`src/design/pp2p_pkg.sv`:
```
package pp2p_pkg;

    localparam int GUARD_BITS   = 24;
    localparam int ANGLE_BITS   = 28;
    localparam int ATAN_BITS    = 27;
    localparam int BEARING_BITS = 16;
    localparam int SEP_BITS     = 25;
    localparam int SQ_BITS      = 50;
    localparam int ROOT_BITS    = 52;
    localparam int ROOT_STEPS   = 26;
    localparam int OUT_BITS     = 48;
    localparam int ROUND_SHIFT  = 11;
    localparam int ROUND_HALF   = 1024;
    localparam int PI_Q24       = 52707180;
    localparam int PI_Q13       = 25736;
    localparam int HALF_PI_Q13  = 12868;

    localparam logic [SEP_BITS-1:0] SEP_MAX = '1;

    typedef struct packed {
        logic                    special;
        logic [BEARING_BITS-1:0] special_bearing;
        logic                    big;
    } flags_t;

    // arctangent of 2^-idx in radians, 24 fraction bits
    function automatic logic [ATAN_BITS-1:0] atan_q24(input logic [4:0] idx);
        logic [ATAN_BITS-1:0] a;
        case (idx)
            5'd0:    a = 27'd13176795;
            5'd1:    a = 27'd7778716;
            5'd2:    a = 27'd4110060;
            5'd3:    a = 27'd2086331;
            5'd4:    a = 27'd1047214;
            5'd5:    a = 27'd524117;
            5'd6:    a = 27'd262123;
            5'd7:    a = 27'd131069;
            5'd8:    a = 27'd65536;
            5'd9:    a = 27'd32768;
            5'd10:   a = 27'd16384;
            5'd11:   a = 27'd8192;
            5'd12:   a = 27'd4096;
            5'd13:   a = 27'd2048;
            5'd14:   a = 27'd1024;
            5'd15:   a = 27'd512;
            5'd16:   a = 27'd256;
            5'd17:   a = 27'd128;
            5'd18:   a = 27'd64;
            5'd19:   a = 27'd32;
            5'd20:   a = 27'd16;
            5'd21:   a = 27'd8;
            5'd22:   a = 27'd4;
            5'd23:   a = 27'd2;
            default: a = '0;
        endcase
        return a;
    endfunction

endpackage

```
`src/design/pp2p_finish.sv`:
```
module pp2p_finish (
    input  logic                                   clk,
    input  logic                                   rst_n,
    input  logic                                   valid_in,
    output logic                                   ready_out,
    input  logic signed [pp2p_pkg::ANGLE_BITS-1:0] z_in,
    input  logic [pp2p_pkg::ROOT_BITS-1:0]         rem_in,
    input  logic [pp2p_pkg::ROOT_BITS-1:0]         res_in,
    input  pp2p_pkg::flags_t                       flags_in,
    output logic                                   valid_out,
    input  logic                                   ready_in,
    output logic [pp2p_pkg::BEARING_BITS-1:0]      bearing,
    output logic [pp2p_pkg::SEP_BITS-1:0]          separation
);

    localparam int ZW = pp2p_pkg::ANGLE_BITS;
    localparam int TW = ZW - pp2p_pkg::ROUND_SHIFT;
    localparam int SB = pp2p_pkg::SEP_BITS;
    localparam int BB = pp2p_pkg::BEARING_BITS;
    localparam logic signed [TW-1:0] PI_T     = TW'(pp2p_pkg::PI_Q13);
    localparam logic signed [TW-1:0] NEG_PI_T = TW'(-pp2p_pkg::PI_Q13);

    logic valid_reg;
    logic [pp2p_pkg::BEARING_BITS-1:0] bearing_reg, bearing_next;
    logic [SB-1:0] sep_reg, sep_next;
    logic signed [ZW-1:0] zr;
    logic signed [TW-1:0] t;
    logic inc, sat;

    assign ready_out = !valid_reg || ready_in;

    always_comb
    begin
        zr = z_in + ZW'(pp2p_pkg::ROUND_HALF);
        t  = $signed(zr[ZW-1:pp2p_pkg::ROUND_SHIFT]);
        if (flags_in.special)
            bearing_next = flags_in.special_bearing;
        else if ((t <= NEG_PI_T) || (t > PI_T))
            bearing_next = BB'(pp2p_pkg::PI_Q13);
        else
            bearing_next = t[pp2p_pkg::BEARING_BITS-1:0];

        // round to nearest: remainder above the root means the upper integer is closer
        inc = (rem_in > res_in);
        sat = flags_in.big || res_in[SB]
            || ((res_in[SB-1:0] == pp2p_pkg::SEP_MAX) && inc);
        sep_next = sat ? pp2p_pkg::SEP_MAX : (res_in[SB-1:0] + SB'(inc));
    end

    always_ff @(posedge clk or negedge rst_n)
    begin
        if (!rst_n)
            valid_reg <= 1'b0;
        else if (ready_out)
            valid_reg <= valid_in;
    end

    always_ff @(posedge clk)
    begin
        if (ready_out)
        begin
            bearing_reg <= bearing_next;
            sep_reg     <= sep_next;
        end
    end

    assign valid_out  = valid_reg;
    assign bearing    = bearing_reg;
    assign separation = sep_reg;

endmodule

```
`config.mk`:
```
export PLATFORM = sky130hd
export DESIGN_NAME = pp2p_finish
export DESIGN_NICKNAME = d
export VERILOG_FILES = /design/src/design/pp2p_pkg.sv /design/src/design/pp2p_finish.sv
export SDC_FILE = /design/constraint.sdc
export NUM_CORES = 1
export LEC_CHECK = 0
export BUFFER_PORTS_ARGS = -buffer_cell sky130_fd_sc_hd__buf_2
export CORE_MARGIN = 3
export CORE_UTILIZATION = 25
export DETAILED_ROUTE_END_ITERATION = 10
export RECOVER_POWER = 50
export SYNTH_ARGS = -nofsm -noshare
export SYNTH_HDL_FRONTEND = slang
export SYNTH_SLANG_ARGS = --single-unit
```
`constraint.sdc`:
```
create_clock -name clk -period 1.75 [get_ports clk]
set_clock_uncertainty 0.2 [all_clocks]
set_input_delay 0.175 -clock clk [delete_from_list [all_inputs] [get_ports clk]]
set_output_delay 0.175 -clock clk [all_outputs]
set_load 0.01 [all_outputs]
```
==> results.toml <==
[global_route]
overflow = 0
grt_antenna_before_repair = 1
track_usage_pct = 15.71
grt_max_degree = 44
grt_pass1_wl_mm = 24.86
grt_pass1_vias = 5060

[sta]
final.min_clock_period_ns = 2.922
fin_crit_sh_pct = 167.0
final_hold_viol_count = 0
timing.fmax_mhz = 342.2
rsz0062_at_grt = "yes"
relSlewSlack_pct = 54.22
finalSetupViolCount = 42
slew_viol_final = 0
fin_ws_ns = -1.172
hold-worst-slack_ns = 0.01330
worst_slew_pin_slew_ns = 0.6818

[place]
gp_congestion = 0.8845
portBuffers = 186
placed_area_um2 = 6815
dp_hpwl_mm = 12.86
dp_worst_setup_slack_ns = -1.534

[synthesis]
post_synth_num_cell_types = 65
synthTopCellsByArea = "edfxtp_1 28%, ha_1 16%, xnor2_1 6.8%"
ys_ff_latch = 42
synthArstFlopShare_pct = 2.381
postSynthNetCount = 727
syn_area_um2 = 4372
yosysTopAreaCellShare_pct = 28.16
synthCells = 518
synth_area_per_cell_um2 = 8.440
synth_edf_count = 41
ys.flop_type = "edfxtp_1"
yosysWarnings = 0
seq_area_frac_synth_pct = 28.73
synth_area_leader_cell = "edfxtp_1"

[clock_network]
root_buffer = "clkbuf_16"
tritoncts = "done"
cts_buffers = 5
clock_sinks = 42
path_clk_slew_ns = 0.06
htreeDepth = 2
insertion_delay_ns = 0.28
cts_buffer_depth = 2

[floorplan]
die_area_um2 = 19110
core-area_um2 = 16820
fp.dieH_um = 138.2
core.rowCount = 47
fp.dieW_um = 138.2
start_util_pct = 25.99
pin_count = 197

[pwr]
internal_power_w = 0.002547
peakVddDrop_mv = 0.3448
p_clk_share_pct = 28.7
p_leak_nw = 3.338
p_per_area_nw_per_um2 = 469.2
p_sw_w = 0.001070
pwr-share-seq_pct = 33.5
p_sw_share_pct = 29.57
finalPower_w = 0.003617
p_comb_share_pct = 37.8

[hold_path]
min_to = "bearing[14]"
min_path_cells = 3
min_from = "flags_in[15]"
hold_class = "in2reg"

[critical_path]
r2r_setup_slack_ns = 0.17
cpMaxStageDelayCell = "nor4_4"
r2r_cells = 2
crit_chain = "buf_8 -> inv_12 -> ha_4 -> nand2_4 -> nor4_4 -> and3_4 -> nand2_2 -> a31oi_2 -> nor2_1 -> nor2_1 -> ha_2 -> and2_4 -> nand4_1 -> nor2_2 -> nand3_1 -> xnor2_1 -> nor2_1 -> nand2_1"
path_common_cell = "nor2_1"
slowest_delay_ns = 0.35
crit_required_ns = 1.58
end_kind = "register"
critPathMaxFanout = 4
cp.arrival_ns = 2.75
reg2reg_to = "separation[17]"
critPathKind = "in2reg"
crit_path_start_kind = "input port"
reg2reg_from = "valid_out"

[final_layout]
antenna_cells = 0
regArea_um2 = 1256
area_growth_pct = 76.33
multi_input_area_um2 = 3550
fillers = 1683
nets = 1045
post-route-util_pct = 45.83
drive_gt1_share_pct = 50.90
postLayoutCellArea_um2 = 7709
final_cell_mix = "131 x buf_4, 123 x buf_2, 42 x inv_1, 42 x clkbuf_1, 41 x edfxtp_1"
layout_commonest_cell = "buf_4"
largest_reg_flops = 25

[detailed_routing]
firstDrtPassIters = 4
drc = 0
wl_per_cell_um = 14.90
num_vias = 4942
drt-total-wl_mm = 15.75
viasPerCell = 4.675
drt_iter0_markers = 151
drtAntennaViolNets = 0

[run]
maxCapViolations = 0

[status]
violations = "setup timing"
status = "complete, but fails checks"
synthesized netlist by cell type (2+ instances only):
cell type  instances
inv_1             56
o211ai_1           5
or3_1              4
or2_2              2
nand3_1           32
nor4_1             6
nor3_1            11
nand4_1           16
nand2b_1           5
ha_1              55
buf_6              4
o2111ai_1          2
clkbuf_1           7
and3_1             6
nor2_1            35
nand3_2            2
and2_1             3
and4_1             2
nand4b_1           3
xnor2_1           34
a31oi_1            2
a21oi_1           51
or4b_1             2
a211oi_1           2
mux2i_1            3
o31ai_1            3
o21a_1             3
buf_2              6
xor2_1             3
o21ai_2            2
a21o_1             4
o21ai_0           18
nor2b_1            2
o21ai_1            6
nor4_2             3
buf_4              4
edfxtp_1          41
nand2_1           46
worst max-delay path: cells and delay by family:
| family | cells | cell delay, ns |
|---|---|---|
| adders and majority gates | 2 | 0.49 |
| xor gates and xnor gates | 1 | 0.14 |
| AOI/OAI and AO/OA | 1 | 0.16 |
| buffers and inverters | 2 | 0.12 |
| and+or+nand+nor | 12 | 1.66 |
worst max-delay path by stage:
stage          startpoint        endpoint  slack [ns]
2_1_floorplan  res_in[45]  separation[16]       -1.40
3_3_place_gp   res_in[25]  separation[23]       -1.51
3_5_place_dp   res_in[25]  separation[16]       -1.53
4_1_cts        res_in[43]  separation[16]       -1.13
5_1_grt        res_in[43]  separation[15]       -1.36
6_report       res_in[45]  separation[17]       -1.17
kinds of logic (layout without fill, tap and decap cells):
group,Yosys count,count (layout),synth area share [%]
compound gates,113,114,15.83
xor+xnor,37,37,7.413
fa+ha+maj,55,55,15.74
buf+inv,78,396,7.899
flops,42,42,28.73
mux,4,4,0.9445
simple gates,189,189,23.44
timing repair:
action,CTS,global route
gates resized for setup,70,54
cloned,2,0
hold buffers,4,0
pin swaps,27,38
buffers inserted,11,6
setup endpoints to repair,41,41
hold endpoints to repair,3,0
layer usage:
layer  track usage, %  wire (µm)  vias up  part of all wire [%]
met5                0         13        -                 0.083
met4            3.900        305        2                   1.9
met3            3.177        894       18                   5.7
met2            26.75       7622      140                    48
met1            20.48       6908     2269                    44
li1                 -          -     2513                     -
power groups by stage:
stage | logic (W) | registers [W] | clock network [W]
2_1_floorplan | 0.000572 | 0.00126 | 0
3_3_place_gp | 0.00120 | 0.00123 | 0
3_5_place_dp | 0.00121 | 0.00123 | 0
4_1_cts | 0.00134 | 0.00121 | 0.00106
5_1_grt | 0.00152 | 0.00122 | 0.00110
6_report | 0.00137 | 0.00121 | 0.00104
cell type report:
type | instances | area share (%)
Clock buffer | 6 | 1.672
Clock inverter | 2 | 0.4869
Inverter | 57 | 3.295
Multi-Input combinational cell | 399 | 46.05
Sequential cell | 42 | 16.30
Tap cell | 220 | 3.571
Timing Repair Buffer | 331 | 28.63
stage by stage:
| stage | instances | TNS [ns] |
|---|---|---|
| finish | 1057 | -30.36 |
| global route | 1057 | -36.23 |
| CTS | 1054 | -30.78 |
| detailed placement | 1029 | -46.93 |
| global placement | 1029 | -46.32 |
| floorplan | 518 | -33.55 |
Power figures use the tool's default switching activity.
