===== config.mk =====
export PLATFORM = sky130hd
export DESIGN_NAME = pp2p_prep
export DESIGN_NICKNAME = d
export VERILOG_FILES = /design/src/design/pp2p_pkg.sv /design/src/design/pp2p_prep.sv
export SDC_FILE = /design/constraint.sdc
export NUM_CORES = 2
export LEC_CHECK = 0
export ABC_CLOCK_PERIOD_IN_PS = 8350
export BUFFER_PORTS_ARGS = -buffer_cell sky130_fd_sc_hd__buf_2
export CORE_AREA = 2 2 341 343
export DETAILED_ROUTE_END_ITERATION = 8
export DIE_AREA = 0 0 343 345
export GPL_ROUTABILITY_DRIVEN = 0
export PLACE_DENSITY = 0.66
export SYNTH_ARGS = -nofsm -noshare
export SYNTH_HDL_FRONTEND = slang
export SYNTH_SLANG_ARGS = --single-unit

===== constraint.sdc =====
create_clock -name clk -period 8.35 [get_ports clk]
set_input_delay 0.835 -clock clk [delete_from_list [all_inputs] [get_ports clk]]
set_output_delay 0.835 -clock clk [all_outputs]
set_load 0.01 [all_outputs]

===== src/design/pp2p_pkg.sv =====
package pp2p_pkg;

    localparam int GUARD_BITS   = 24;
    localparam int ANGLE_BITS   = 28;
    localparam int ATAN_BITS    = 27;
    localparam int BEARING_BITS = 16;
    localparam int SEP_BITS     = 25;
    localparam int SQ_BITS      = 50;
    localparam int ROOT_BITS    = 52;
    localparam int ROOT_STEPS   = 26;
    localparam int OUT_BITS     = 48;
    localparam int ROUND_SHIFT  = 11;
    localparam int ROUND_HALF   = 1024;
    localparam int PI_Q24       = 52707180;
    localparam int PI_Q13       = 25736;
    localparam int HALF_PI_Q13  = 12868;

    localparam logic [SEP_BITS-1:0] SEP_MAX = '1;

    typedef struct packed {
        logic                    special;
        logic [BEARING_BITS-1:0] special_bearing;
        logic                    big;
    } flags_t;

    // arctangent of 2^-idx in radians, 24 fraction bits
    function automatic logic [ATAN_BITS-1:0] atan_q24(input logic [4:0] idx);
        logic [ATAN_BITS-1:0] a;
        case (idx)
            5'd0:    a = 27'd13176795;
            5'd1:    a = 27'd7778716;
            5'd2:    a = 27'd4110060;
            5'd3:    a = 27'd2086331;
            5'd4:    a = 27'd1047214;
            5'd5:    a = 27'd524117;
            5'd6:    a = 27'd262123;
            5'd7:    a = 27'd131069;
            5'd8:    a = 27'd65536;
            5'd9:    a = 27'd32768;
            5'd10:   a = 27'd16384;
            5'd11:   a = 27'd8192;
            5'd12:   a = 27'd4096;
            5'd13:   a = 27'd2048;
            5'd14:   a = 27'd1024;
            5'd15:   a = 27'd512;
            5'd16:   a = 27'd256;
            5'd17:   a = 27'd128;
            5'd18:   a = 27'd64;
            5'd19:   a = 27'd32;
            5'd20:   a = 27'd16;
            5'd21:   a = 27'd8;
            5'd22:   a = 27'd4;
            5'd23:   a = 27'd2;
            default: a = '0;
        endcase
        return a;
    endfunction

endpackage


===== src/design/pp2p_prep.sv =====
module pp2p_prep #(
    parameter int COORD_BITS = 24
) (
    input  logic                                  clk,
    input  logic                                  rst_n,
    input  logic                                  valid_in,
    output logic                                  ready_out,
    input  logic signed [COORD_BITS-1:0]          from_x,
    input  logic signed [COORD_BITS-1:0]          from_y,
    input  logic signed [COORD_BITS-1:0]          to_x,
    input  logic signed [COORD_BITS-1:0]          to_y,
    output logic                                  valid_out,
    input  logic                                  ready_in,
    output logic signed [COORD_BITS+pp2p_pkg::GUARD_BITS+2:0] x_out,
    output logic signed [COORD_BITS+pp2p_pkg::GUARD_BITS+2:0] y_out,
    output logic signed [pp2p_pkg::ANGLE_BITS-1:0] z_out,
    output logic [pp2p_pkg::ROOT_BITS-1:0]        n_out,
    output pp2p_pkg::flags_t                      flags_out
);

    localparam int D  = COORD_BITS + 1;
    localparam int XW = COORD_BITS + pp2p_pkg::GUARD_BITS + 3;
    localparam int EW = (COORD_BITS > pp2p_pkg::SEP_BITS) ? COORD_BITS : pp2p_pkg::SEP_BITS;
    localparam int SB = pp2p_pkg::SEP_BITS;
    localparam int BB = pp2p_pkg::BEARING_BITS;
    localparam int ZW = pp2p_pkg::ANGLE_BITS;

    logic v1_reg, v2_reg, v3_reg, v4_reg;
    logic rdy1, rdy2, rdy3, rdy4;

    // stage 1: difference vector
    logic signed [D-1:0] dx_reg, dy_reg, dx_next, dy_next;

    // stage 2: magnitudes, half-plane pre-rotation, special cases
    logic signed [D-1:0] ax_full, ay_full, y0;
    logic [EW-1:0] ax_e, ay_e;
    logic dx_zero, dy_zero, dx_neg, dy_neg, dy_pos, big;
    logic signed [XW-1:0] x2_reg, y2_reg, x2_next, y2_next;
    logic signed [ZW-1:0] z2_reg, z2_next;
    logic [SB-1:0] axc2_reg, ayc2_reg, axc2_next, ayc2_next;
    pp2p_pkg::flags_t f2_reg, f2_next;

    // stage 3: squares
    logic signed [XW-1:0] x3_reg, y3_reg;
    logic signed [ZW-1:0] z3_reg;
    logic [pp2p_pkg::SQ_BITS-1:0] sqx3_reg, sqy3_reg, sqx3_next, sqy3_next;
    pp2p_pkg::flags_t f3_reg;

    // stage 4: sum of squares
    logic signed [XW-1:0] x4_reg, y4_reg;
    logic signed [ZW-1:0] z4_reg;
    logic [pp2p_pkg::ROOT_BITS-1:0] n4_reg, n4_next;
    pp2p_pkg::flags_t f4_reg;

    assign rdy4 = !v4_reg || ready_in;
    assign rdy3 = !v3_reg || rdy4;
    assign rdy2 = !v2_reg || rdy3;
    assign rdy1 = !v1_reg || rdy2;
    assign ready_out = rdy1;

    assign dx_next = {to_x[COORD_BITS-1], to_x} - {from_x[COORD_BITS-1], from_x};
    assign dy_next = {to_y[COORD_BITS-1], to_y} - {from_y[COORD_BITS-1], from_y};

    always_comb
    begin
        dx_zero = (dx_reg == '0);
        dy_zero = (dy_reg == '0);
        dx_neg  = dx_reg[D-1];
        dy_neg  = dy_reg[D-1];
        dy_pos  = !dy_neg && !dy_zero;
        ax_full = dx_neg ? -dx_reg : dx_reg;
        ay_full = dy_neg ? -dy_reg : dy_reg;
        y0      = dx_neg ? -dy_reg : dy_reg;

        x2_next = XW'($unsigned(ax_full)) << pp2p_pkg::GUARD_BITS;
        y2_next = XW'(y0) <<< pp2p_pkg::GUARD_BITS;
        if (dx_neg)
            z2_next = dy_pos ? ZW'(pp2p_pkg::PI_Q24) : ZW'(-pp2p_pkg::PI_Q24);
        else
            z2_next = '0;

        ax_e = EW'(ax_full[COORD_BITS-1:0]);
        ay_e = EW'(ay_full[COORD_BITS-1:0]);
        big  = (ax_e > EW'(pp2p_pkg::SEP_MAX)) || (ay_e > EW'(pp2p_pkg::SEP_MAX));
        axc2_next = big ? '0 : ax_e[SB-1:0];
        ayc2_next = big ? '0 : ay_e[SB-1:0];

        f2_next.big     = big;
        f2_next.special = dx_zero || dy_zero;
        if (dx_zero)
        begin
            if (dy_pos)
                f2_next.special_bearing = BB'(pp2p_pkg::HALF_PI_Q13);
            else if (dy_neg)
                f2_next.special_bearing = BB'(-pp2p_pkg::HALF_PI_Q13);
            else
                f2_next.special_bearing = '0;
        end
        else
        begin
            f2_next.special_bearing = dx_neg ? BB'(pp2p_pkg::PI_Q13) : '0;
        end
    end

    assign sqx3_next = {{SB{1'b0}}, axc2_reg} * {{SB{1'b0}}, axc2_reg};
    assign sqy3_next = {{SB{1'b0}}, ayc2_reg} * {{SB{1'b0}}, ayc2_reg};
    assign n4_next   = {2'b00, sqx3_reg} + {2'b00, sqy3_reg};

    always_ff @(posedge clk or negedge rst_n)
    begin
        if (!rst_n)
        begin
            v1_reg <= 1'b0;
            v2_reg <= 1'b0;
            v3_reg <= 1'b0;
            v4_reg <= 1'b0;
        end
        else
        begin
            if (rdy1)
                v1_reg <= valid_in;
            if (rdy2)
                v2_reg <= v1_reg;
            if (rdy3)
                v3_reg <= v2_reg;
            if (rdy4)
                v4_reg <= v3_reg;
        end
    end

    always_ff @(posedge clk)
    begin
        if (rdy1)
        begin
            dx_reg <= dx_next;
            dy_reg <= dy_next;
        end
        if (rdy2)
        begin
            x2_reg   <= x2_next;
            y2_reg   <= y2_next;
            z2_reg   <= z2_next;
            axc2_reg <= axc2_next;
            ayc2_reg <= ayc2_next;
            f2_reg   <= f2_next;
        end
        if (rdy3)
        begin
            x3_reg   <= x2_reg;
            y3_reg   <= y2_reg;
            z3_reg   <= z2_reg;
            sqx3_reg <= sqx3_next;
            sqy3_reg <= sqy3_next;
            f3_reg   <= f2_reg;
        end
        if (rdy4)
        begin
            x4_reg <= x3_reg;
            y4_reg <= y3_reg;
            z4_reg <= z3_reg;
            n4_reg <= n4_next;
            f4_reg <= f3_reg;
        end
    end

    assign valid_out = v4_reg;
    assign x_out     = x4_reg;
    assign y_out     = y4_reg;
    assign z_out     = z4_reg;
    assign n_out     = n4_reg;
    assign flags_out = f4_reg;

endmodule


==> reports/qor.csv <==
metric;value;unit
cts_tree;yes;
layout_commonest_cell;inv_1;
mappedNetlistArea;51400;sq um
crit_end;sqy3_reg[44];
cts_buffer_depth;3;
finalSetupTns;0;ps
crit_family;adder cells;
cp-end-kind;flip-flop;
h-tree-depth;2;
min_period;7910;ps
numCtsBuffers;48;
synthCells;5058;
synth_ff_type;edfxtp_1;
fmax;126;MHz
rr_worst_depth;23;
fillerInstances;10700;
rr_startpoint;ayc2_reg[5];
critPathMostFrequentCell;fa_1;
cts-root-buf;clkbuf_16;
area_growth_syn_to_layout;9.30;%
min_from;z3_reg[26];
fin_crit_sh;94.8;%
grt_pass1_vias;37000;
yosys-top-cells-area;fa_1, edfxtp_1, ha_1;
clk_pin_slew;60;ps
drv_slew;0;
cp.depth;23;
worst_clock_skew;42.2;ps
async_flop_share;1.01;%
avgViaCountPerCell;5.06;
r2r-end;sqy3_reg[44];
crit_path_top_delay_cell;edfxtp_1;
clock_latency;640;ps
yosysTopAreaCell;fa_1;
synth.distinct_cells;71;
avgSynthCellArea;10.2;sq um
grt_max_degree;80;
final_net_count;6690;
worstPathArrival;8250;ps
r2r_slack;440;ps
cp_num_buf_inv;6;
dr.pass1.iters;5;
critPathLaunchType;flip-flop;
critPathMaxStageDelay;950;ps
startpoint;ayc2_reg[5];
largest_reg_flops;49;
rsz0062_at_grt;no;
globalRouteOverflowTotal;0;
max_slew.worst_pin.slew;1110;ps
yosys_warnings;0;
cp_data_required_time;8690;ps
grt_pass1_wl;193;mm
fp.coreArea;115000;sq um
drtIter0Drc;1995;
vias;34700;
antenna_found_initial;6;
hp-class;reg -> reg;
dp_hpwl;98.4;mm
ys_seq_area_share;23.2;%
rows;125;
max_cap_violations;0;
drive_above_1_share;8.46;%
whs;413;ps
synth-seq-cells;398;
wl;118;mm
dieArea;118000;sq um
track_usage;20.6;%
wire_per_inst;17.2;um
ioPinCount;302;
die_h;345;um
status;complete, no violations;
synth_edf_count;394;
cts_sinks;398;
chipWidth;343;um
start_util;44.6;%
worstPathCellList;and2_1 > inv_1 > fa_1 > inv_1 > fa_1 > inv_1 > fa_1 > fa_1 > inv_1 > fa_1 > fa_1 > inv_1 > fa_1 > inv_1 > ha_1 > nand3_1 > or4b_1 > o21ai_1 > a31oi_1 > o21ai_1 > a311oi_1 > o41ai_1 > xor2_1;
port_buffers;243;
synth_top_area_share;33.0;%
hold_viol_final;0;
final_cell_mix;inv_1, fa_1, nand2_1;
maxSlewHeadroom;25.7;%
critPathKind;reg -> reg;
drc_errors;0;
setup_violations;0;
ant_nets;0;
worstPathMaxFanout;21;
num_antenna_cells;0;
==> repair_timing <==
action                                 CTS  global route
gates resized for setup                  0             1
endpoints found under the hold margin    4             0
buffers inserted                         0            13
hold buffers                             1             0
setup endpoints to repair                0             1
==> synthesized netlist by cell type (all sizes together), types with 11 or more instances <==
library cell     n
a21o            81
o211ai          16
nand2          461
or2             11
nor3            25
nand3           37
nand2b          23
a31oi           23
o21a            16
xnor2          181
o31ai           18
xor2            70
o21ai          117
and3            21
ha             451
a211oi          14
buf             93
inv           1289
o21bai          26
fa             846
or4             12
clkbuf         129
nor2b           30
nand4           25
a21oi          179
nor2           120
or3             19
and2           236
edfxtp         394
==> cells by family after synthesis <==
| group | after synthesis | synth area share [%] |
|---|---|---|
| AO/OA/AOI/OAI | 556 | 6.82 |
| XOR/XNOR | 251 | 4.28 |
| adder cells (fa/ha/maj) | 1297 | 44.0 |
| buffers and inverters | 1511 | 11.7 |
| flip-flops | 398 | 23.2 |
| multiplexers | 6 | 0.122 |
| other | 1 | 0.00730 |
| AND/OR/NAND/NOR | 1038 | 9.86 |
==> through the flow <==
| stage | utilization, % | worst slack, ps | cells | instance area, sq um |
|---|---|---|---|---|
| final | 48.8 | 438 | 6855 | 56100 |
| after global routing | 48.8 | 81.5 | 6855 | 56100 |
| after CTS | 48.6 | 458 | 6842 | 56000 |
| after detailed placement | 47.2 | 496 | 6753 | 54300 |
| after global placement | 47.2 | 602 | 6753 | 54300 |
| after floorplan | - | 1040 | 5115 | 51600 |
==> final cells by class <==
| type | count | area (sq um) | area share (%) |
|---|---|---|---|
| multi-input combinational | 3206 | 33700 | 60.0 |
| sequential | 398 | 11900 | 21.3 |
| inverter | 1289 | 4840 | 8.63 |
| timing repair buffer | 350 | 2150 | 3.83 |
| tap | 1524 | 1910 | 3.40 |
| clock buffer | 52 | 1220 | 2.17 |
| clock inverter | 36 | 434 | 0.773 |
==> worst min path at each step <==
stage / cells after the start / to / slack (ps)
6_report: 0 / z_out[26] / 410
5_1_grt: 2 / v1_reg / 400
4_1_cts: 2 / v1_reg / 380
3_5_place_dp: 0 / x_out[28] / 400
3_3_place_gp: 0 / f3_reg[13] / 400
2_1_floorplan: 0 / f3_reg[12] / 400
==> per-layer routing <==
| metal | track usage, % | wire (um) | vias to the layer above |
|---|---|---|---|
| li1 | - | - | 16000 |
| met1 | 28.0 | 50200 | 17400 |
| met2 | 34.3 | 56600 | 1074 |
| met3 | 3.45 | 8720 | 162 |
| met4 | 5.12 | 2650 | 6 |
| met5 | 0 | 34 | - |
Power is not shown: default switching activity piles up to over one toggle a cycle in this logic, so the estimate is an artifact.
