[src/design/pp2p_pkg.sv]
package pp2p_pkg;

    localparam int GUARD_BITS   = 24;
    localparam int ANGLE_BITS   = 28;
    localparam int ATAN_BITS    = 27;
    localparam int BEARING_BITS = 16;
    localparam int SEP_BITS     = 25;
    localparam int SQ_BITS      = 50;
    localparam int ROOT_BITS    = 52;
    localparam int ROOT_STEPS   = 26;
    localparam int OUT_BITS     = 48;
    localparam int ROUND_SHIFT  = 11;
    localparam int ROUND_HALF   = 1024;
    localparam int PI_Q24       = 52707180;
    localparam int PI_Q13       = 25736;
    localparam int HALF_PI_Q13  = 12868;

    localparam logic [SEP_BITS-1:0] SEP_MAX = '1;

    typedef struct packed {
        logic                    special;
        logic [BEARING_BITS-1:0] special_bearing;
        logic                    big;
    } flags_t;

    // arctangent of 2^-idx in radians, 24 fraction bits
    function automatic logic [ATAN_BITS-1:0] atan_q24(input logic [4:0] idx);
        logic [ATAN_BITS-1:0] a;
        case (idx)
            5'd0:    a = 27'd13176795;
            5'd1:    a = 27'd7778716;
            5'd2:    a = 27'd4110060;
            5'd3:    a = 27'd2086331;
            5'd4:    a = 27'd1047214;
            5'd5:    a = 27'd524117;
            5'd6:    a = 27'd262123;
            5'd7:    a = 27'd131069;
            5'd8:    a = 27'd65536;
            5'd9:    a = 27'd32768;
            5'd10:   a = 27'd16384;
            5'd11:   a = 27'd8192;
            5'd12:   a = 27'd4096;
            5'd13:   a = 27'd2048;
            5'd14:   a = 27'd1024;
            5'd15:   a = 27'd512;
            5'd16:   a = 27'd256;
            5'd17:   a = 27'd128;
            5'd18:   a = 27'd64;
            5'd19:   a = 27'd32;
            5'd20:   a = 27'd16;
            5'd21:   a = 27'd8;
            5'd22:   a = 27'd4;
            5'd23:   a = 27'd2;
            default: a = '0;
        endcase
        return a;
    endfunction

endpackage

[src/design/pp2p_cell.sv]
module pp2p_cell #(
    parameter int XW             = 51,
    parameter int STEP           = 0,
    parameter int ROTATION_STEPS = 16
) (
    input  logic                                   clk,
    input  logic                                   rst_n,
    input  logic                                   valid_in,
    output logic                                   ready_out,
    input  logic signed [XW-1:0]                   x_in,
    input  logic signed [XW-1:0]                   y_in,
    input  logic signed [pp2p_pkg::ANGLE_BITS-1:0] z_in,
    input  logic [pp2p_pkg::ROOT_BITS-1:0]         rem_in,
    input  logic [pp2p_pkg::ROOT_BITS-1:0]         res_in,
    input  pp2p_pkg::flags_t                       flags_in,
    output logic                                   valid_out,
    input  logic                                   ready_in,
    output logic signed [XW-1:0]                   x_out,
    output logic signed [XW-1:0]                   y_out,
    output logic signed [pp2p_pkg::ANGLE_BITS-1:0] z_out,
    output logic [pp2p_pkg::ROOT_BITS-1:0]         rem_out,
    output logic [pp2p_pkg::ROOT_BITS-1:0]         res_out,
    output pp2p_pkg::flags_t                       flags_out
);

    localparam int RB = pp2p_pkg::ROOT_BITS;
    localparam int ZW = pp2p_pkg::ANGLE_BITS;
    localparam int BIT_POS = RB - 2 - 2 * STEP;
    localparam logic [RB-1:0] ROOT_BIT = {{(RB - 1){1'b0}}, 1'b1} << BIT_POS;

    logic valid_reg;
    logic signed [XW-1:0] x_reg, y_reg, x_next, y_next;
    logic signed [ZW-1:0] z_reg, z_next;
    logic [RB-1:0] rem_reg, res_reg, rem_next, res_next, trial;
    pp2p_pkg::flags_t flags_reg;
    logic take;

    assign ready_out = !valid_reg || ready_in;

    // one restoring square root digit
    always_comb
    begin
        trial    = res_in + ROOT_BIT;
        take     = (rem_in >= trial);
        rem_next = take ? (rem_in - trial) : rem_in;
        res_next = take ? ((res_in >> 1) + ROOT_BIT) : (res_in >> 1);
    end

    generate
        if (STEP < ROTATION_STEPS)
        begin : g_rot
            logic signed [XW-1:0] xs, ys;
            logic signed [ZW-1:0] atan_s;
            always_comb
            begin
                xs     = x_in >>> STEP;
                ys     = y_in >>> STEP;
                atan_s = $signed({1'b0, pp2p_pkg::atan_q24(5'(STEP))});
                if (!y_in[XW-1])
                begin
                    x_next = x_in + ys;
                    y_next = y_in - xs;
                    z_next = z_in + atan_s;
                end
                else
                begin
                    x_next = x_in - ys;
                    y_next = y_in + xs;
                    z_next = z_in - atan_s;
                end
            end
        end
        else
        begin : g_hold
            assign x_next = x_in;
            assign y_next = y_in;
            assign z_next = z_in;
        end
    endgenerate

    always_ff @(posedge clk or negedge rst_n)
    begin
        if (!rst_n)
            valid_reg <= 1'b0;
        else if (ready_out)
            valid_reg <= valid_in;
    end

    always_ff @(posedge clk)
    begin
        if (ready_out)
        begin
            x_reg     <= x_next;
            y_reg     <= y_next;
            z_reg     <= z_next;
            rem_reg   <= rem_next;
            res_reg   <= res_next;
            flags_reg <= flags_in;
        end
    end

    assign valid_out = valid_reg;
    assign x_out     = x_reg;
    assign y_out     = y_reg;
    assign z_out     = z_reg;
    assign rem_out   = rem_reg;
    assign res_out   = res_reg;
    assign flags_out = flags_reg;

    a_takes_item: assert property (@(posedge clk) disable iff (!rst_n)
        valid_in && ready_out |=> valid_reg)
        else $error("cell dropped an item offered while it was free");

    a_stall_holds: assert property (@(posedge clk) disable iff (!rst_n)
        valid_reg && !ready_in |=> valid_reg && $stable(res_reg) && $stable(rem_reg)
            && $stable(z_reg))
        else $error("cell changed a stalled item");

    a_x_positive: assert property (@(posedge clk) disable iff (!rst_n)
        valid_reg && !flags_reg.special |-> !x_reg[XW-1])
        else $error("rotation x went negative");

endmodule

[config.mk]
export PLATFORM = sky130hd
export DESIGN_NAME = pp2p_cell
export DESIGN_NICKNAME = d
export VERILOG_FILES = /design/src/design/pp2p_pkg.sv /design/src/design/pp2p_cell.sv
export SDC_FILE = /design/constraint.sdc
export NUM_CORES = 1
export LEC_CHECK = 0
export BUFFER_PORTS_ARGS = -buffer_cell sky130_fd_sc_hd__buf_2
export CAP_MARGIN = 40
export CORE_ASPECT_RATIO = 1.25
export CORE_MARGIN = 2
export CORE_UTILIZATION = 27
export CTS_BUF_LIST = sky130_fd_sc_hd__clkbuf_8
export DETAILED_ROUTE_END_ITERATION = 10
export GPL_TIMING_DRIVEN = 0
export PLACE_DENSITY = 0.54
export SLEW_MARGIN = 0
export SYNTH_ARGS = -nofsm -noshare
export SYNTH_HDL_FRONTEND = slang
export SYNTH_SLANG_ARGS = --single-unit
[constraint.sdc]
create_clock -name clk -period 11.7 [get_ports clk]
set_input_delay 2.34 -clock clk [delete_from_list [all_inputs] [get_ports clk]]
set_output_delay 2.34 -clock clk [all_outputs]
set_load 0.01 [all_outputs]
==> results of run 1 <==
==> cell usage after synthesis, types with 23 or more instances <==
cell        n
xnor2_1   144
nand2_1   126
o21bai_1   59
clkbuf_1   69
nor2_1    245
mux2i_1    25
nand4_1    40
nor3_1     32
o21ai_0   127
edfxtp_1  251
a21oi_1   309
inv_1     226
ha_1      228
nor2b_1    23
nand2b_1   24
a21o_1     69
xor2_1     28
nand3_1    40
==> path summary, 6_finish.rpt <==
kind	startpoint	endpoint	slack, ns
worst max-delay path	y_in[50]	z_out[27]	4.66
worst min register to register	valid_out	res_out[45]	0.88
worst max register to register	valid_out	rem_out[32]	9.58
min in group asynchronous	rst_n	valid_out	1.44
worst min-delay path	valid_out	res_out[45]	0.88
max in group asynchronous	rst_n	valid_out	10.17
==> report_power, final <==
part | total [mW] | switching [mW] | internal, mW | leakage, nW
logic | 1.23 | 0.774 | 0.457 | 8.81
registers | 1.22 | 0.0383 | 1.18 | 2.53
clock network | 0.903 | 0.434 | 0.470 | 0.508
total | 3.35 | 1.25 | 2.11 | 11.8
==> sequential cells by signal, summed over array words and instances (netlist names) <==
signal,flops
y_out,50
rem_out,52
x_out,51
res_out,52
z_out,28
flags_out,18
valid_out,1
==> cell families after synthesis <==
group / after synthesis / share of synthesized area (%)
AOI/OAI and AO/OA: 758 / 22.3
adders and majority gates: 233 / 13.9
buffers and inverters: 335 / 6.23
muxes: 37 / 1.99
and+or+nand+nor: 598 / 13.0
DFF: 252 / 35.5
xor gates and xnor gates: 172 / 7.07
==> worst register-to-register path: cells and delay by family (launching register included) <==
family	cells	cell delay [ns]
simple gates	1	0.32
buf+inv	3	0.98
flops	1	0.41
==> area by class of cell <==
cell class	instances	area [um^2]
Timing Repair Buffer	533	2900
Clock inverter	38	294
Buffer	100	445
Sequential cell	252	7560
Inverter	235	882
Fill cell	8283	51900
Antenna cell	11	27.5
Clock buffer	47	647
Tap cell	1053	1320
Multi-Input combinational cell	1798	12400
==> per-layer routing <==
metal  vias to the layer above  share of wire (%)
met4                        16                5.5
met3                       228                6.8
met2                       816                 50
met1                      9593                 38
li1                       9764                  -
met5                         -               0.10
==> results.ini, run 1 <==
[status]
status=finished, final reports clean

[placement]
port_buffers=509
globalplace.congestion=0.938
dp.final_hpwl_um=71200
dp_slack_ns=3.76
dpl.cell_count=3971
place_area_mm2=0.0255

[sta]
finalCritPeriodShare_pct=60.1
fin_worst_skew_ns=0.0197
setup_violations=0
hold_slack_ns=0.883
hold_violations=0
timing.final.max_slew_violations=0
period_minus_slack_ns=7.04
layout_setup_ws_ns=4.66
worstMarginPinSlew_ns=0.894
fmax_mhz=142
finalSetupTns_ns=0
rsz0062_at_grt=no
slew_headroom_pct=40.4

[power_and_ir_drop]
p_total_mw=3.35
power_density_mw_per_mm2=127
power.leakage_nw=11.8
peakVddDrop_mv=0.0755

[min_path]
hp-class=reg -> reg
worstHoldPathCells=1

[synth]
synth.cell_area_mm2=0.0213
avgSynthCellArea_um2=8.93
ys_ff_latch=252
synth.net_count=2874
synthTopCellsByArea=edfxtp_1 (35%), ha_1 (13%), a21oi_1 (7.3%)
synthCells=2385
ys_seq_area_share_pct=35.5
synth-edff-count=251
synth_warnings=0
synth_top_area_share_pct=35.4
synth_top_area_cell=edfxtp_1
synth-main-ff-cell=edfxtp_1
synth_cell_types=81
synth_async_sr_flop_share_pct=0.397

[layout]
final_area_mm2=0.0265
nNetsFinal=3456
layout_commonest_cell=buf_2
utilization_pct=33.8
drive_gt1_share_pct=22.1
synthToLayoutAreaGrowth_pct=24.4
final_cells=4067
mostFrequentLayoutCells=buf_2 (526), a21oi_1 (309), edfxtp_1 (251), nor2_1 (245), inv_1 (234)

[worst_setup_path]
worst-path-stages=20
slowest_delay_ns=0.42
crit_fanout=17
cpMaxStageDelayCell=a221o_1
required_ns=12.11
crit_type=in -> reg
path_buf_inv=7
crit_family=compound AO/OA/AOI/OAI gates
critPathCaptureType=flop
worstPathArrival_ns=7.45
r2r_cells=4
crit_chain=buf_2, clkbuf_1, inv_1, clkbuf_1, clkbuf_2, buf_12, ha_1, a21oi_1, nor2_1, a31oi_1, a2bb2oi_1, a221o_1, o41ai_1, clkdlybuf4s15_2, o21bai_1, o21ai_0, a31o_2, o21bai_1, a21o_1, xnor2_1
cp-start-kind=input pin

[die]
pin_count=510
initial_core_util_pct=27.2
row_count=115
dieWidth_um=255
core_mm2=0.0784
die_area_mm2=0.0811
die_h_um=318

[global_route]
grt_max_degree=66
grt_pass1_vias=20300
use_met2_pct=37.2
busiest_layer=met2
grt_util_met3_pct=4.53
gr-total-overflow=0
grtUsageTotal_pct=20.7
use_met1_pct=22.8
antenna_found_initial=23
grt_pass1_wl_um=126000

[route]
drt_iter0_drc=1285
ant_nets=0
wirelength_um=87300
wl_per_cell_um=21.5
dr.pass1.iters=8
drc_errors=0
vias=20400
routed_via_density=5.02

[cts]
clock-root-buffer=clkbuf_8
clk_pin_slew_ns=0.06
htreeDepth=2
clock_latency_ns=0.66
postCtsHoldBufs=0
cts_tree=yes
post_cts_buffers=0
cts-buffers-inserted=47
cts_sinks=252
cts_resized=0
clock_path_buffers=3

[run]
maxCapViolCount=0

No activity file was read; power rests on OpenSTA's default activity.
==> run 2: changes to the inputs <==
--- a/config.mk
+++ b/config.mk
@@ -5,6 +5,7 @@
 export SDC_FILE = /design/constraint.sdc
 export NUM_CORES = 1
 export LEC_CHECK = 0
+export ABC_AREA = 1
 export BUFFER_PORTS_ARGS = -buffer_cell sky130_fd_sc_hd__buf_2
 export CAP_MARGIN = 40
 export CORE_ASPECT_RATIO = 1.25
==> constraint.sdc (replaced) <==
create_clock -name clk -period 6 [get_ports clk]
set_input_delay 1.2 -clock clk [delete_from_list [all_inputs] [get_ports clk]]
set_output_delay 1.2 -clock clk [all_outputs]
set_load 0.01 [all_outputs]
==> run 2 against run 1 <==
First-iteration DRC count rose by 68%. Sequential share of layout area fell by 5.2 points. Synthesized cell count rose by 76%. Largest cell class unchanged. Critical path depth fell by 8. Largest power group unchanged. Setup slack got worse by 2.5 ns. Combinational power rose by 130%. Flip-flop and latch count did not move. Critical path type unchanged. Worst hold slack got worse by 0.56 ns. Design area rose by 22%. Count of clock-buffer cells in the layout did not move. Critical endpoint is now z_out[24].
==> results.ini, run 2 <==
[status]
status=finished, final reports clean

[cts]
cts_sinks=252  ; unchanged
clock_path_buffers=3  ; unchanged
clk_pin_slew_ns=0.06  ; about the same
clock_latency_ns=0.66  ; about the same
cts_tree=yes
clock-root-buffer=clkbuf_8
post_cts_buffers=0  ; unchanged
cts_resized=0  ; unchanged
postCtsHoldBufs=0  ; unchanged
htreeDepth=2  ; unchanged
cts-buffers-inserted=47  ; unchanged

[synth]
synth.cell_area_mm2=0.0268  ; +26%
synth-edff-count=251  ; unchanged
synth_top_area_share_pct=28.1  ; -7.3 points
avgSynthCellArea_um2=6.38  ; -29%
synth-main-ff-cell=edfxtp_1
synthCells=4203  ; +76%
ys_ff_latch=252  ; unchanged
synth.net_count=4692  ; +63%
synth_warnings=0  ; unchanged
synth_cell_types=47  ; -42%
synth_async_sr_flop_share_pct=0.397  ; unchanged
synth_top_area_cell=edfxtp_1
ys_seq_area_share_pct=28.2  ; -7.3 points
synth_most_common_cell=nand2_1
synthTopCellsByArea=edfxtp_1 (28%), nand2_1 (19%), inv_1 (11%)
synthTopCellsByCount=nand2_1 (1,335), inv_1 (777), nor2_1 (347)

[worst_setup_path]
reg2reg_to=x_out[31]
r2r_setup_slack_ns=4.29  ; -5.29 ns
crit_chain=buf_2, clkbuf_1, inv_2, clkbuf_2, ha_1, a21oi_1, nand2_1, a21oi_1, o21ai_0, nand2_1, nand2_1, xor2_1
path_buf_inv=4  ; -3
cp_common_cell=nand2_1
crit_end=z_out[24]
crit_fanout=14  ; -3
r2r-start=valid_out
crit_family=buffers and inverters
crit_type=in -> reg
critPathCaptureType=flop
required_ns=6.40  ; -5.71 ns
slowest_delay_ns=0.49  ; +0.07 ns
r2r_cells=2  ; -2
worst-path-stages=12  ; -40%
cpMaxStageDelayCell=ha_1
cp-start-kind=input pin
worstSetupStartpoint=y_in[50]
worstPathArrival_ns=4.22  ; -3.23 ns

[route]
routed_via_density=4.76  ; -5.1%
drc_errors=0  ; unchanged
drt_iter0_drc=2158  ; +68%
wl_per_cell_um=21.3  ; -0.84%
ant_nets=0  ; unchanged
dr.pass1.iters=7  ; -1
vias=29300  ; +43%
wirelength_um=131000  ; +50%

[die]
pin_count=510  ; unchanged
core_mm2=0.0986  ; +26%
dieWidth_um=286  ; +12%
die_h_um=356  ; +12%
initial_core_util_pct=27.2  ; about the same
die_area_mm2=0.102  ; +25%
row_count=129  ; +12%

[global_route]
grt_pass1_vias=28500  ; +40%
gr-total-overflow=0  ; unchanged
grtUsageTotal_pct=24.7  ; +4.0 points
antenna_found_initial=30  ; +30%
grt_pass1_wl_um=184000  ; +46%
grt_max_degree=111  ; +68%

[power_and_ir_drop]
p_total_mw=6.99  ; +110%
power_density_mw_per_mm2=216  ; +71%
power.leakage_nw=17.4  ; +47%
peakVddDrop_mv=0.144  ; +91%

[min_path]
hp-class=in -> async

[sta]
period_minus_slack_ns=3.82
timing.final.max_slew_violations=0  ; unchanged
finalCritPeriodShare_pct=63.7
layout_setup_ws_ns=2.18  ; -2.48 ns
finalSetupTns_ns=0  ; unchanged
worstMarginPinSlew_ns=0.926  ; +0.0323 ns
slew_headroom_pct=38.2  ; -2.2 points
fmax_mhz=262
fin_worst_skew_ns=0.0156  ; -0.00417 ns
hold_violations=0  ; unchanged
rsz0062_at_grt=no
setup_violations=0  ; unchanged

[placement]
port_buffers=509  ; unchanged
dp.final_hpwl_um=114000  ; +60%
dp_slack_ns=1.48  ; -2.28 ns
globalplace.congestion=1.04  ; +11%

[layout]
drive_gt1_share_pct=14.3  ; -7.8 points
nNetsFinal=5271  ; +53%
utilization_pct=32.8  ; -0.97 points
synthToLayoutAreaGrowth_pct=20.7
fillers=11200  ; +35%
mostFrequentLayoutCells=nand2_1 (1,334), inv_1 (786), buf_2 (558), nor2_1 (347), nand3_1 (325)
layout_commonest_cell=nand2_1

[run]
maxCapViolCount=0  ; unchanged

## run 2: through the flow
stage,cell area (um^2),hold slack (ns),instances
finish,32300,0.319,6145
global route,32300,0.283,6130
global placement,31000,0.974,6022
floorplan,26800,0.904,4203
detailed placement,31300,0.907,6043
CTS,32300,0.258,6127
## run 2: layout make-up
cell class,count,area [um^2],area share [%]
diodes,18,45.0,0.139
plain buffers,83,440,1.36
clock buffers,47,647,2.00
clock inverters,37,337,1.04
inverters,780,2930,9.05
multi-input cells,3088,15900,49.1
flip-flops and latches,252,7560,23.4
well taps,1310,1640,5.07
repair buffers,530,2860,8.84
## run 2: logic make-up (layout without fill, tap and decap cells)
family,count (synthesis),in the layout,synth area share [%]
flops,252,252,28.2
other cells,0,18,0
buf+inv,863,1477,12.6
xor+xnor,80,80,2.61
compound gates,595,595,11.7
simple gates,2180,2180,33.9
fa+ha+maj,233,233,11.0
## run 2: per-layer routing
metal	up-vias	part of all wire, %	track usage (%)
met2	1123	51	46.8
met4	12	6.5	14.5
met3	296	6.3	3.48
met5	-	0.066	0
li1	14600	-	-
met1	13200	36	25.9
## run 2: worst min-delay path by stage
| stage | endpoint | cells after the start | startpoint |
|---|---|---|---|
| floorplan | valid_out | 0 | rst_n |
| global placement | valid_out | 1 | rst_n |
| detailed placement | rem_out[34] | 1 | valid_out |
| CTS | valid_out | 1 | rst_n |
| global route | valid_out | 1 | rst_n |
| finish | valid_out | 1 | rst_n |
## run 2: power breakdown
| group | leakage (nW) | switching (mW) | internal (mW) |
|---|---|---|---|
| clock | 0.524 | 0.807 | 0.996 |
| sequential | 2.55 | 0.0610 | 2.26 |
| combinational | 14.3 | 1.99 | 0.872 |
| total | 17.4 | 2.86 | 4.13 |
